===== src/rtl/dense_matrix_multiply_core_defines.svh =====
// Assertion macros shared by the matrix multiply RTL.
`ifndef DENSE_MATRIX_MULTIPLY_CORE_DEFINES_SVH
`define DENSE_MATRIX_MULTIPLY_CORE_DEFINES_SVH
`ifndef SYNTHESIS
// Checks a property on every rising clock edge outside reset.
`define DMM_ASSERT(name, clk, rstn, prop) \
  name: assert property (@(posedge clk) disable iff (!rstn) prop) \
    else $error("dmm assertion failed");
// Checks that a condition never holds outside reset.
`define DMM_ASSERT_NEVER(name, clk, rstn, cond) \
  name: assert property (@(posedge clk) disable iff (!rstn) !(cond)) \
    else $error("dmm forbidden condition seen");
`else
`define DMM_ASSERT(name, clk, rstn, prop)
`define DMM_ASSERT_NEVER(name, clk, rstn, cond)
`endif
`endif


===== src/rtl/dmm_pkg.sv =====
// Shared constants, types and helpers of the dense matrix multiply core.
`default_nettype none
package dmm_pkg;

  localparam int DMM_MAX_DIM = 8;
  localparam int ELEM_W      = 16;
  localparam int PROD_W      = 2 * ELEM_W;
  localparam int SUM_W       = 35;
  localparam int IDX_OUT_W   = 3;
  localparam int CFG_W       = 4;
  localparam int CFG_IDX_W   = 2;

  // Configuration register indexes.
  localparam logic [CFG_IDX_W-1:0] CFG_ROWS_M  = 2'd0;
  localparam logic [CFG_IDX_W-1:0] CFG_INNER_K = 2'd1;
  localparam logic [CFG_IDX_W-1:0] CFG_COLS_N  = 2'd2;

  // Input opcodes.
  localparam logic OP_LOAD_B   = 1'b0;
  localparam logic OP_STREAM_A = 1'b1;

  typedef enum logic [2:0] {
    ST_IDLE,
    ST_MAC_RD,
    ST_MAC_MUL,
    ST_MAC_ADD,
    ST_EMIT_RD,
    ST_EMIT_OUT
  } dmm_state_e;

  // A programmed dimension of zero acts as one; above the maximum it saturates.
  function automatic int dmm_eff_dim(logic [CFG_W-1:0] v, int max_dim);
    int r;
    if (v == '0) begin
      r = 1;
    end else if (int'(v) > max_dim) begin
      r = max_dim;
    end else begin
      r = int'(v);
    end
    return r;
  endfunction

endpackage
`default_nettype wire


===== src/rtl/dmm_if.sv =====
// Valid/ready channel interfaces for matrix elements in and result entries out.
`default_nettype none
interface dmm_in_if;
  import dmm_pkg::*;
  logic                     valid;
  logic                     ready;
  logic                     opcode;
  logic signed [ELEM_W-1:0] element_value;

  modport source (output valid, opcode, element_value, input ready);
  modport sink   (input valid, opcode, element_value, output ready);
endinterface

interface dmm_out_if;
  import dmm_pkg::*;
  logic                    valid;
  logic                    ready;
  logic signed [SUM_W-1:0] product_sum;
  logic [IDX_OUT_W-1:0]    row_index;
  logic [IDX_OUT_W-1:0]    col_index;
  logic                    last;

  modport source (output valid, product_sum, row_index, col_index, last, input ready);
  modport sink   (input valid, product_sum, row_index, col_index, last, output ready);
endinterface
`default_nettype wire


===== src/rtl/dmm_ram.sv =====
// Generic simple dual-port RAM with one write port and a registered read port.
`default_nettype none
module dmm_ram #(
  parameter int WIDTH = 16,
  parameter int DEPTH = 64
) (
  input  wire logic                                      clk_i,
  input  wire logic                                      we_i,
  input  wire logic [(DEPTH > 1 ? $clog2(DEPTH) : 1)-1:0] waddr_i,
  input  wire logic [WIDTH-1:0]                          wdata_i,
  input  wire logic                                      re_i,
  input  wire logic [(DEPTH > 1 ? $clog2(DEPTH) : 1)-1:0] raddr_i,
  output      logic [WIDTH-1:0]                          rdata_o
);

  logic [WIDTH-1:0] mem_q [DEPTH];

  always_ff @(posedge clk_i) begin
    if (we_i) begin
      mem_q[waddr_i] <= wdata_i;
    end
  end

  always_ff @(posedge clk_i) begin
    if (re_i) begin
      rdata_o <= mem_q[raddr_i];
    end
  end

endmodule
`default_nettype wire


===== src/rtl/dmm_mac.sv =====
// Shared multiply-accumulate unit: registered 16x16 product, then 35-bit add.
`default_nettype none
module dmm_mac (
  input  wire logic                             clk_i,
  input  wire logic                             mul_en_i,
  input  wire logic signed [dmm_pkg::ELEM_W-1:0] elem_i,
  input  wire logic signed [dmm_pkg::ELEM_W-1:0] weight_i,
  input  wire logic                             acc_vld_i,
  input  wire logic signed [dmm_pkg::SUM_W-1:0]  acc_i,
  output      logic signed [dmm_pkg::SUM_W-1:0]  sum_o
);
  import dmm_pkg::*;

  logic signed [PROD_W-1:0] prod_q;
  logic signed [PROD_W-1:0] prod_d;
  logic signed [SUM_W-1:0]  acc_base;

  assign prod_d = elem_i * weight_i;

  always_ff @(posedge clk_i) begin
    if (mul_en_i) begin
      prod_q <= prod_d;
    end
  end

  // An accumulator that was cleared since its last write reads as zero.
  assign acc_base = acc_vld_i ? acc_i : '0;
  assign sum_o    = acc_base + SUM_W'(prod_q);

endmodule
`default_nettype wire


===== src/rtl/dense_matrix_multiply_core.sv =====
// Top level of the streaming dense matrix multiply core C = A x B.
// Usage: program rows_m, inner_k and cols_n, load B row-major with opcode 0,
// then stream A row-major with opcode 1. A B element is stored in the cycle it
// is accepted and the core is ready again in the next cycle. Each A element
// runs cols_n multiply-accumulates through the single shared MAC, each in three
// steps (weight and accumulator read, multiply, add and write back); the element
// that closes a row then returns cols_n result transactions, each read from the
// accumulator RAM and then offered until the sink takes it. The core takes
// one element at a time. A write to the rows_m, inner_k or cols_n register clears
// the B load position, the A row and column position and all accumulators; stored B is kept.
`default_nettype none
`include "dense_matrix_multiply_core_defines.svh"
module dense_matrix_multiply_core #(
  parameter int MAX_DIM = dmm_pkg::DMM_MAX_DIM
) (
  input  wire logic                            clk_i,
  input  wire logic                            rst_ni,
  input  wire logic                            cfg_we_i,
  input  wire logic [dmm_pkg::CFG_IDX_W-1:0]   cfg_idx_i,
  input  wire logic [dmm_pkg::CFG_W-1:0]       cfg_data_i,
  dmm_in_if.sink                               in_ch,
  dmm_out_if.source                            out_ch
);
  import dmm_pkg::*;

  localparam int DIM_W  = $clog2(MAX_DIM + 1);
  localparam int IDX_W  = (MAX_DIM > 1) ? $clog2(MAX_DIM) : 1;
  localparam int W_DEPTH = MAX_DIM * MAX_DIM;
  localparam int WAW    = (W_DEPTH > 1) ? $clog2(W_DEPTH) : 1;
  localparam int KN_W   = 2 * DIM_W;

  dmm_state_e state_q, state_d;

  logic [CFG_W-1:0] rows_q, inner_q, cols_q;
  logic [DIM_W-1:0] m_eff, k_eff, n_eff;
  logic [KN_W-1:0]  kn;

  logic [WAW-1:0]   b_cnt_q;
  logic [WAW-1:0]   base_q;
  logic [IDX_W-1:0] a_col_q;
  logic [IDX_W-1:0] row_q;
  logic [IDX_W-1:0] j_q;
  logic [MAX_DIM-1:0] acc_vld_q;
  logic             acc_rd_vld_q;
  logic signed [ELEM_W-1:0] elem_q;

  logic in_fire, out_fire, load_fire, stream_fire, cfg_hit;
  logic j_last, col_last, row_last;

  logic             w_we, w_re, a_re, a_we, mul_en;
  logic [WAW-1:0]   w_raddr;
  logic [ELEM_W-1:0] w_rdata;
  logic [SUM_W-1:0] a_rdata;
  logic signed [SUM_W-1:0] mac_sum;

  assign m_eff = DIM_W'(dmm_eff_dim(rows_q, MAX_DIM));
  assign k_eff = DIM_W'(dmm_eff_dim(inner_q, MAX_DIM));
  assign n_eff = DIM_W'(dmm_eff_dim(cols_q, MAX_DIM));
  assign kn    = KN_W'(k_eff) * KN_W'(n_eff);

  assign in_fire     = in_ch.valid && in_ch.ready;
  assign out_fire    = out_ch.valid && out_ch.ready;
  assign load_fire   = in_fire && (in_ch.opcode == OP_LOAD_B);
  assign stream_fire = in_fire && (in_ch.opcode == OP_STREAM_A);
  assign cfg_hit     = cfg_we_i && ((cfg_idx_i == CFG_ROWS_M) || (cfg_idx_i == CFG_INNER_K)
                                    || (cfg_idx_i == CFG_COLS_N));

  assign j_last   = (DIM_W'(j_q) + DIM_W'(1)) == n_eff;
  assign col_last = (DIM_W'(a_col_q) + DIM_W'(1)) == k_eff;
  assign row_last = (DIM_W'(row_q) + DIM_W'(1)) == m_eff;

  // Next-state logic of the sequencer.
  always_comb begin
    state_d = state_q;
    case (state_q)
      ST_IDLE: begin
        if (stream_fire) begin
          state_d = ST_MAC_RD;
        end
      end
      ST_MAC_RD:  state_d = ST_MAC_MUL;
      ST_MAC_MUL: state_d = ST_MAC_ADD;
      ST_MAC_ADD: begin
        if (!j_last) begin
          state_d = ST_MAC_RD;
        end else if (col_last) begin
          state_d = ST_EMIT_RD;
        end else begin
          state_d = ST_IDLE;
        end
      end
      ST_EMIT_RD: state_d = ST_EMIT_OUT;
      ST_EMIT_OUT: begin
        if (out_fire) begin
          state_d = j_last ? ST_IDLE : ST_EMIT_RD;
        end
      end
      default: state_d = ST_IDLE;
    endcase
  end

  // Output and datapath control decode.
  always_comb begin
    in_ch.ready  = 1'b0;
    out_ch.valid = 1'b0;
    w_re         = 1'b0;
    a_re         = 1'b0;
    a_we         = 1'b0;
    mul_en       = 1'b0;
    case (state_q)
      ST_IDLE:     in_ch.ready  = 1'b1;
      ST_MAC_RD: begin
        w_re = 1'b1;
        a_re = 1'b1;
      end
      ST_MAC_MUL:  mul_en       = 1'b1;
      ST_MAC_ADD:  a_we         = 1'b1;
      ST_EMIT_RD:  a_re         = 1'b1;
      ST_EMIT_OUT: out_ch.valid = 1'b1;
      default: begin
        in_ch.ready = 1'b0;
      end
    endcase
  end

  assign w_we    = load_fire;
  assign w_raddr = base_q + WAW'(j_q);

  assign out_ch.product_sum = a_rdata;
  assign out_ch.row_index   = IDX_OUT_W'(row_q);
  assign out_ch.col_index   = IDX_OUT_W'(j_q);
  assign out_ch.last        = j_last;

  always_ff @(posedge clk_i or negedge rst_ni) begin
    if (!rst_ni) begin
      state_q <= ST_IDLE;
    end else begin
      state_q <= state_d;
    end
  end

  always_ff @(posedge clk_i or negedge rst_ni) begin
    if (!rst_ni) begin
      rows_q       <= CFG_W'(1);
      inner_q      <= CFG_W'(1);
      cols_q       <= CFG_W'(1);
      b_cnt_q      <= '0;
      base_q       <= '0;
      a_col_q      <= '0;
      row_q        <= '0;
      j_q          <= '0;
      acc_vld_q    <= '0;
      acc_rd_vld_q <= 1'b0;
    end else if (cfg_hit) begin
      case (cfg_idx_i)
        CFG_ROWS_M:  rows_q  <= cfg_data_i;
        CFG_INNER_K: inner_q <= cfg_data_i;
        CFG_COLS_N:  cols_q  <= cfg_data_i;
        default:     rows_q  <= rows_q;
      endcase
      b_cnt_q   <= '0;
      base_q    <= '0;
      a_col_q   <= '0;
      row_q     <= '0;
      j_q       <= '0;
      acc_vld_q <= '0;
    end else begin
      if (load_fire) begin
        b_cnt_q <= ((KN_W'(b_cnt_q) + KN_W'(1)) >= kn) ? '0 : b_cnt_q + WAW'(1);
      end
      case (state_q)
        ST_MAC_RD: acc_rd_vld_q <= acc_vld_q[j_q];
        ST_MAC_ADD: begin
          acc_vld_q[j_q] <= 1'b1;
          if (!j_last) begin
            j_q <= j_q + IDX_W'(1);
          end else begin
            j_q <= '0;
            if (!col_last) begin
              a_col_q <= a_col_q + IDX_W'(1);
              base_q  <= base_q + WAW'(n_eff);
            end
          end
        end
        ST_EMIT_OUT: begin
          if (out_fire) begin
            acc_vld_q[j_q] <= 1'b0;
            if (!j_last) begin
              j_q <= j_q + IDX_W'(1);
            end else begin
              j_q     <= '0;
              a_col_q <= '0;
              base_q  <= '0;
              row_q   <= row_last ? '0 : row_q + IDX_W'(1);
            end
          end
        end
        default: acc_rd_vld_q <= acc_rd_vld_q;
      endcase
    end
  end

  always_ff @(posedge clk_i) begin
    if (stream_fire) begin
      elem_q <= in_ch.element_value;
    end
  end

  dmm_ram #(
    .WIDTH (ELEM_W),
    .DEPTH (W_DEPTH)
  ) u_weight_ram (
    .clk_i   (clk_i),
    .we_i    (w_we),
    .waddr_i (b_cnt_q),
    .wdata_i (in_ch.element_value),
    .re_i    (w_re),
    .raddr_i (w_raddr),
    .rdata_o (w_rdata)
  );

  dmm_ram #(
    .WIDTH (SUM_W),
    .DEPTH (MAX_DIM)
  ) u_acc_ram (
    .clk_i   (clk_i),
    .we_i    (a_we),
    .waddr_i (j_q),
    .wdata_i (mac_sum),
    .re_i    (a_re),
    .raddr_i (j_q),
    .rdata_o (a_rdata)
  );

  dmm_mac u_mac (
    .clk_i     (clk_i),
    .mul_en_i  (mul_en),
    .elem_i    (elem_q),
    .weight_i  (w_rdata),
    .acc_vld_i (acc_rd_vld_q),
    .acc_i     (a_rdata),
    .sum_o     (mac_sum)
  );

  // The load position of B always stays inside the programmed matrix.
  `DMM_ASSERT(a_bcnt_in_range, clk_i, rst_ni, (KN_W'(b_cnt_q) < kn))
  // A result is never offered while an input transaction can be taken.
  `DMM_ASSERT_NEVER(a_out_excl_in, clk_i, rst_ni, out_ch.valid && in_ch.ready)
  // Result columns stay below the programmed column count.
  `DMM_ASSERT(a_col_in_range, clk_i, rst_ni, out_ch.valid |-> (DIM_W'(j_q) < n_eff))
  // The final result of a row returns the core to idle.
  `DMM_ASSERT(a_last_to_idle, clk_i, rst_ni, out_fire && out_ch.last |=> state_q == ST_IDLE)
  // A B load never starts the multiply sequence.
  `DMM_ASSERT(a_load_stays_idle, clk_i, rst_ni, load_fire && !cfg_hit |=> state_q == ST_IDLE)

endmodule
`default_nettype wire


===== src/flat_wrapper.sv =====
// flat-port wrapper written by rule: the top's interface ports become plain ports
module dense_matrix_multiply_core_flat import dmm_pkg::*;
#(
  parameter int MAX_DIM = dmm_pkg::DMM_MAX_DIM
)
  (clk_i, rst_ni, cfg_we_i, cfg_idx_i, cfg_data_i, in_ch_valid, in_ch_opcode, in_ch_element_value, in_ch_ready, out_ch_valid, out_ch_product_sum, out_ch_row_index, out_ch_col_index, out_ch_last, out_ch_ready);
  dmm_in_if in_ch_i ();
  dmm_out_if out_ch_i ();
  input  wire logic clk_i;
  input  wire logic rst_ni;
  input  wire logic cfg_we_i;
  input  wire logic [dmm_pkg::CFG_IDX_W-1:0] cfg_idx_i;
  input  wire logic [dmm_pkg::CFG_W-1:0] cfg_data_i;
  input wire logic [$bits(in_ch_i.valid)-1:0] in_ch_valid;
  input wire logic [$bits(in_ch_i.opcode)-1:0] in_ch_opcode;
  input wire logic [$bits(in_ch_i.element_value)-1:0] in_ch_element_value;
  output wire logic [$bits(in_ch_i.ready)-1:0] in_ch_ready;
  output wire logic [$bits(out_ch_i.valid)-1:0] out_ch_valid;
  output wire logic [$bits(out_ch_i.product_sum)-1:0] out_ch_product_sum;
  output wire logic [$bits(out_ch_i.row_index)-1:0] out_ch_row_index;
  output wire logic [$bits(out_ch_i.col_index)-1:0] out_ch_col_index;
  output wire logic [$bits(out_ch_i.last)-1:0] out_ch_last;
  input wire logic [$bits(out_ch_i.ready)-1:0] out_ch_ready;
  assign in_ch_i.valid = in_ch_valid;
  assign in_ch_i.opcode = in_ch_opcode;
  assign in_ch_i.element_value = in_ch_element_value;
  assign in_ch_ready = in_ch_i.ready;
  assign out_ch_valid = out_ch_i.valid;
  assign out_ch_product_sum = out_ch_i.product_sum;
  assign out_ch_row_index = out_ch_i.row_index;
  assign out_ch_col_index = out_ch_i.col_index;
  assign out_ch_last = out_ch_i.last;
  assign out_ch_i.ready = out_ch_ready;
  dense_matrix_multiply_core #(.MAX_DIM(MAX_DIM)) u_core (.clk_i(clk_i), .rst_ni(rst_ni), .cfg_we_i(cfg_we_i), .cfg_idx_i(cfg_idx_i), .cfg_data_i(cfg_data_i), .in_ch(in_ch_i), .out_ch(out_ch_i));
endmodule

===== config.mk =====
export PLATFORM = sky130hd
export DESIGN_NAME = dense_matrix_multiply_core_flat
export DESIGN_NICKNAME = d
export VERILOG_FILES = /design/src/rtl/dmm_pkg.sv /design/src/rtl/dmm_if.sv /design/src/rtl/dmm_ram.sv /design/src/rtl/dmm_mac.sv /design/src/rtl/dense_matrix_multiply_core.sv /design/src/flat_wrapper.sv
export VERILOG_INCLUDE_DIRS = /design/src /design/src/rtl
export SDC_FILE = /design/constraint.sdc
export NUM_CORES = 2
export LEC_CHECK = 0
export BUFFER_PORTS_ARGS = -buffer_cell sky130_fd_sc_hd__buf_2
export CAP_MARGIN = 10
export CORE_MARGIN = 4
export CORE_UTILIZATION = 40
export DETAILED_ROUTE_END_ITERATION = 12
export SYNTH_ARGS = -nofsm -noshare
export SYNTH_HDL_FRONTEND = slang
export SYNTH_HIERARCHICAL = 1
export SYNTH_SLANG_ARGS = --single-unit

===== constraint.sdc =====
create_clock -name clk_i -period 10.6 [get_ports clk_i]
set_input_delay 2.12 -clock clk_i [delete_from_list [all_inputs] [get_ports clk_i]]
set_output_delay 2.12 -clock clk_i [all_outputs]
set_load 0.01 [all_outputs]

==> out/results.md <==
| Quantity | Reported | Unit |
| --- | --- | --- |
| Count of TritonRoute iterations in the first routing pass | 7 | - |
| Die span in y | 423 | µm |
| Chip Width | 423 | µm |
| Initial Util | 40.4 | % |
| Via count of the first global-routing pass | 36,644 | - |
| Clock period minus worst slack | 6.79 | ns |
| Overall die area | 0.179 | mm² |
| Post-Route Hold Slack | 0.547 | ns |
| Multiplexer share of the synthesized area | 12.5 | % |
| Most frequent cell after synthesis | edfxtp_1 | - |
| Slew of the pin with the lowest slew margin | 1.07 | ns |
| Highest-delay cell along the critical path | a311oi_1 | - |
| Library cell occupying the most area in the post-synthesis netlist | edfxtp_1 | - |
| RSZ-0062 raised after global routing | false | - |
| Critical path data arrival time | 7.27 | ns |
| Biggest area contributors in the synthesized netlist | edfxtp_1, fa_1, mux4_2 | - |
| Maximum number of pins on one net before global-route repair | 116 | - |
| Endpoints failing hold | 0 | - |
| Reg area | 0.0433 | mm² |
| Net count of the finished layout | 4,683 | - |
| Global-route wire length before repair | 237 | mm |
| Post-route fraction of the period consumed by the critical path | 64.0 | % |
| WS Path Type | reg2reg | - |
| Worst-path cell chain | inv_1 > nor2_1 > fa_1 > fa_1 > fa_1 > fa_1 > fa_1 > inv_1 > fa_1 > inv_1 > ha_1 > or3_1 > a311oi_1 > o21ai_1 > nand2_1 > o21ai_1 > o41ai_1 > xnor2_1 | - |
| CTS-repair resized insts | 0 | - |
| Synthesized-area fraction occupied by and/or/nand/nor cells | 5.58 | % |
| Iter 0 DRT Violations | 2,963 | - |
| Wire length per cell | 23.5 | µm |
| Share of synthesized area occupied by flip-flops and latches | 62.8 | % |
| Count of final setup violators | 0 | - |
| Final setup margin | 3.81 | ns |
| Routed vias/inst | 5.36 | - |
| Clock-pin slew of the registers on the worst-case setup and hold paths | 0.06 | ns |
| Element type at the critical path end | flip-flop | - |
| Number of enable flip-flop cells after synthesis | 1,403 | - |
| Fill count | 14,664 | - |
| Count of mapped cells out of synthesis | 4,089 | - |
| Cell area after synthesis | 0.0688 | mm² |
| CTS H-tree lvls | 4 | - |
| FP Rows | 151 | - |
| Area fraction in compound gates after synthesis | 3.88 | % |
| Fmax | 147 | MHz |
| Kind of start point of the critical path | flip-flop | - |
| Top_reg_cell synth | edfxtp_1 | - |
| Vias | 35,691 | - |
| Hold-fix buffer count after cts | 0 | - |
| Combinational family with the most area after synthesis | multiplexers | - |
| Unique cell type count in the Yosys netlist | 90 | - |
| CTS Buffer Depth | 3 | - |
| Max-capacitance violation count | 0 | - |
| Crit-path max cell delay | 0.62 | ns |
| Total Neg Setup Slack | 0 | ns |
| Setup slack at placement | 3.80 | ns |
| Yosys warns | 6 | - |
| Buffer cell driving the clock tree root | clkbuf_16 | - |
| Count of unresolved DRC violations after routing | 0 | - |
| Headroom to the max-slew limit | 28.7 | % |
| IO Pins | 72 | - |
| Required time of the critical path | 11.09 | ns |
| Post-CTS Setup Inserts | 0 | - |
| Number of sinks handled by clock tree synthesis | 1,448 | - |
| Global route total overflow | 0 | - |
| Area inside the core boundary | 0.170 | mm² |
| Final-report max-slew violation count | 0 | - |
| Total area of multi-input combinational cells | 0.0233 | mm² |
| Area growth from synthesis to layout | 11.7 | % |
| Fraction of final layout cells sized beyond drive strength 1 | 17.1 | % |
| Clock Skew | 0.0474 | ns |
| Clock tree from TritonCTS | built | - |
| Num CTS Buffers | 153 | - |
| Net Count, Synth | 4,532 | - |
| Most frequent cells after synthesis | edfxtp_1, inv_1, fa_1 | - |
| Xor/xnor cell area share of the yosys netlist | 1.14 | % |
| Share of flip-flops with an asynchronous set or reset | 3.11 | % |
| Wirelength, routed | 156 | mm |
| Most common cell type on the critical path | fa_1 | - |
| Port Buffer Count | 71 | - |
| Type of the worst min-delay path | reg2reg | - |
| Total track usage | 17.5 | % |
| Area share of the largest cell type after synthesis | 61.2 | % |
| Mean Syn Cell Area | 16.8 | µm² |
| Post-detailed-route count of antenna-violating nets | 0 | - |
| Arithmetic-cell share of the synthesized area counting full adders, half adders and majority gates | 10.5 | % |
| Clk Latency, worst-skew pair | 0.79 | ns |
| Worst-path fanout max | 13 | - |
| Antenna violations before repair | 4 | - |
| RD Place Congestion | 0.823 | - |
| Number of synthesized register bits | 1,448 | - |
| Status | finished clean | - |
| Post-detail-place hpwl | 96.1 | mm |
==> placed cells by master (no fill, tap or decap), types with 21 or more instances in the layout <==
cell | Yosys | layout
a21oi_1 | 79 | 79
edfxtp_1 | 1403 | 1403
buf_4 | 14 | 101
ha_1 | 146 | 145
fa_1 | 269 | 269
nor2_1 | 160 | 143
buf_2 | 39 | 71
clkbuf_16 | 0 | 160
mux4_2 | 220 | 220
mux2i_1 | 89 | 89
clkinv_1 | 0 | 33
a21o_1 | 36 | 36
dfrtp_1 | 42 | 39
a211oi_1 | 21 | 21
nor2b_1 | 42 | 41
nand2_1 | 225 | 225
mux4_1 | 74 | 74
and2_1 | 166 | 166
nand2b_1 | 26 | 26
nand3_1 | 56 | 56
a22oi_1 | 39 | 39
xnor2_1 | 66 | 63
clkinv_2 | 0 | 25
o21ai_0 | 32 | 32
clkbuf_1 | 83 | 29
mux2_2 | 74 | 74
inv_1 | 357 | 356
==> stage by stage <==
| step | cells | utilization [%] | area (µm²) |
|---|---|---|---|
| finish | 6657 | 45.2 | 76900 |
| global placement | 6380 | 42.3 | 72000 |
| floorplan | 4089 | - | 68800 |
| CTS | 6655 | 45.2 | 76900 |
| detailed placement | 6380 | 42.3 | 72000 |
| global route | 6655 | 45.2 | 76900 |
==> sequential cells by signal, summed over array words and instances (netlist names), 4 cells and up <==
register / count
u_core/b_cnt_q: 6
u_core/u_weight_ram/mem_q: 1024
u_core/u_mac/prod_q: 32
u_core/u_weight_ram/rdata_o: 16
u_core/acc_vld_q: 8
u_core/base_q: 6
u_core/inner_q: 4
u_core/u_acc_ram/mem_q: 280
u_core/elem_q: 16
u_core/cols_q: 4
u_core/rows_q: 4
u_core/u_acc_ram/rdata_o: 35
==> final timing paths <==
kind | start | depth (start not counted) | slack, ns | end
setup / recovery | u_core/u_weight_ram/rdata_o[15] | 18 | 3.81 | u_core/u_mac/prod_q[30]
hold / removal | u_core/acc_vld_q[6] | 2 | 0.55 | u_core/acc_vld_q[6]
setup reg to reg | u_core/u_weight_ram/rdata_o[15] | 18 | 3.81 | u_core/u_mac/prod_q[30]
hold reg to reg | u_core/acc_vld_q[6] | 2 | 0.55 | u_core/acc_vld_q[6]
max in group asynchronous | rst_ni | 1 | 8.27 | u_core/out_ch.col_index[2]
min in group asynchronous | rst_ni | 1 | 1.50 | u_core/rows_q[2]
==> metal layers <==
metal	vias up	wire length, µm	global-route usage [%]
met5	-	0	0
met4	0	4320	5.35
met3	233	7440	2.69
met2	887	77500	29.2
met1	18831	66900	23.8
li1	15740	-	-
==> critical path, delay by kind of cell (launching register included) <==
| family | cells | cell delay [ns] |
|---|---|---|
| DFF | 1 | 0.52 |
| AOI/OAI and AO/OA | 4 | 1.24 |
| adders and majority gates | 7 | 3.44 |
| xor gates and xnor gates | 1 | 0.11 |
| buffers and inverters | 3 | 0.57 |
| and+or+nand+nor | 3 | 0.65 |
==> kinds of logic after synthesis <==
kind of cell,count (synthesis)
buffers and inverters,538
muxes,457
xor gates and xnor gates,86
AOI/OAI and AO/OA,375
DFF,1448
adders and majority gates,415
and+or+nand+nor,770
==> area by class of cell <==
type,instances,area share (%)
flip-flops and latches,1448,56.3
multi-input cells,2103,30.3
clock buffers,191,5.38
well taps,2295,3.74
inverters,359,1.76
repair buffers,175,1.53
clock inverters,84,1.02
diodes,2,0.00651
Power is left out: the tool's default activity adds up to more than one toggle a clock period on the data nets, which glitch-free logic cannot reach.
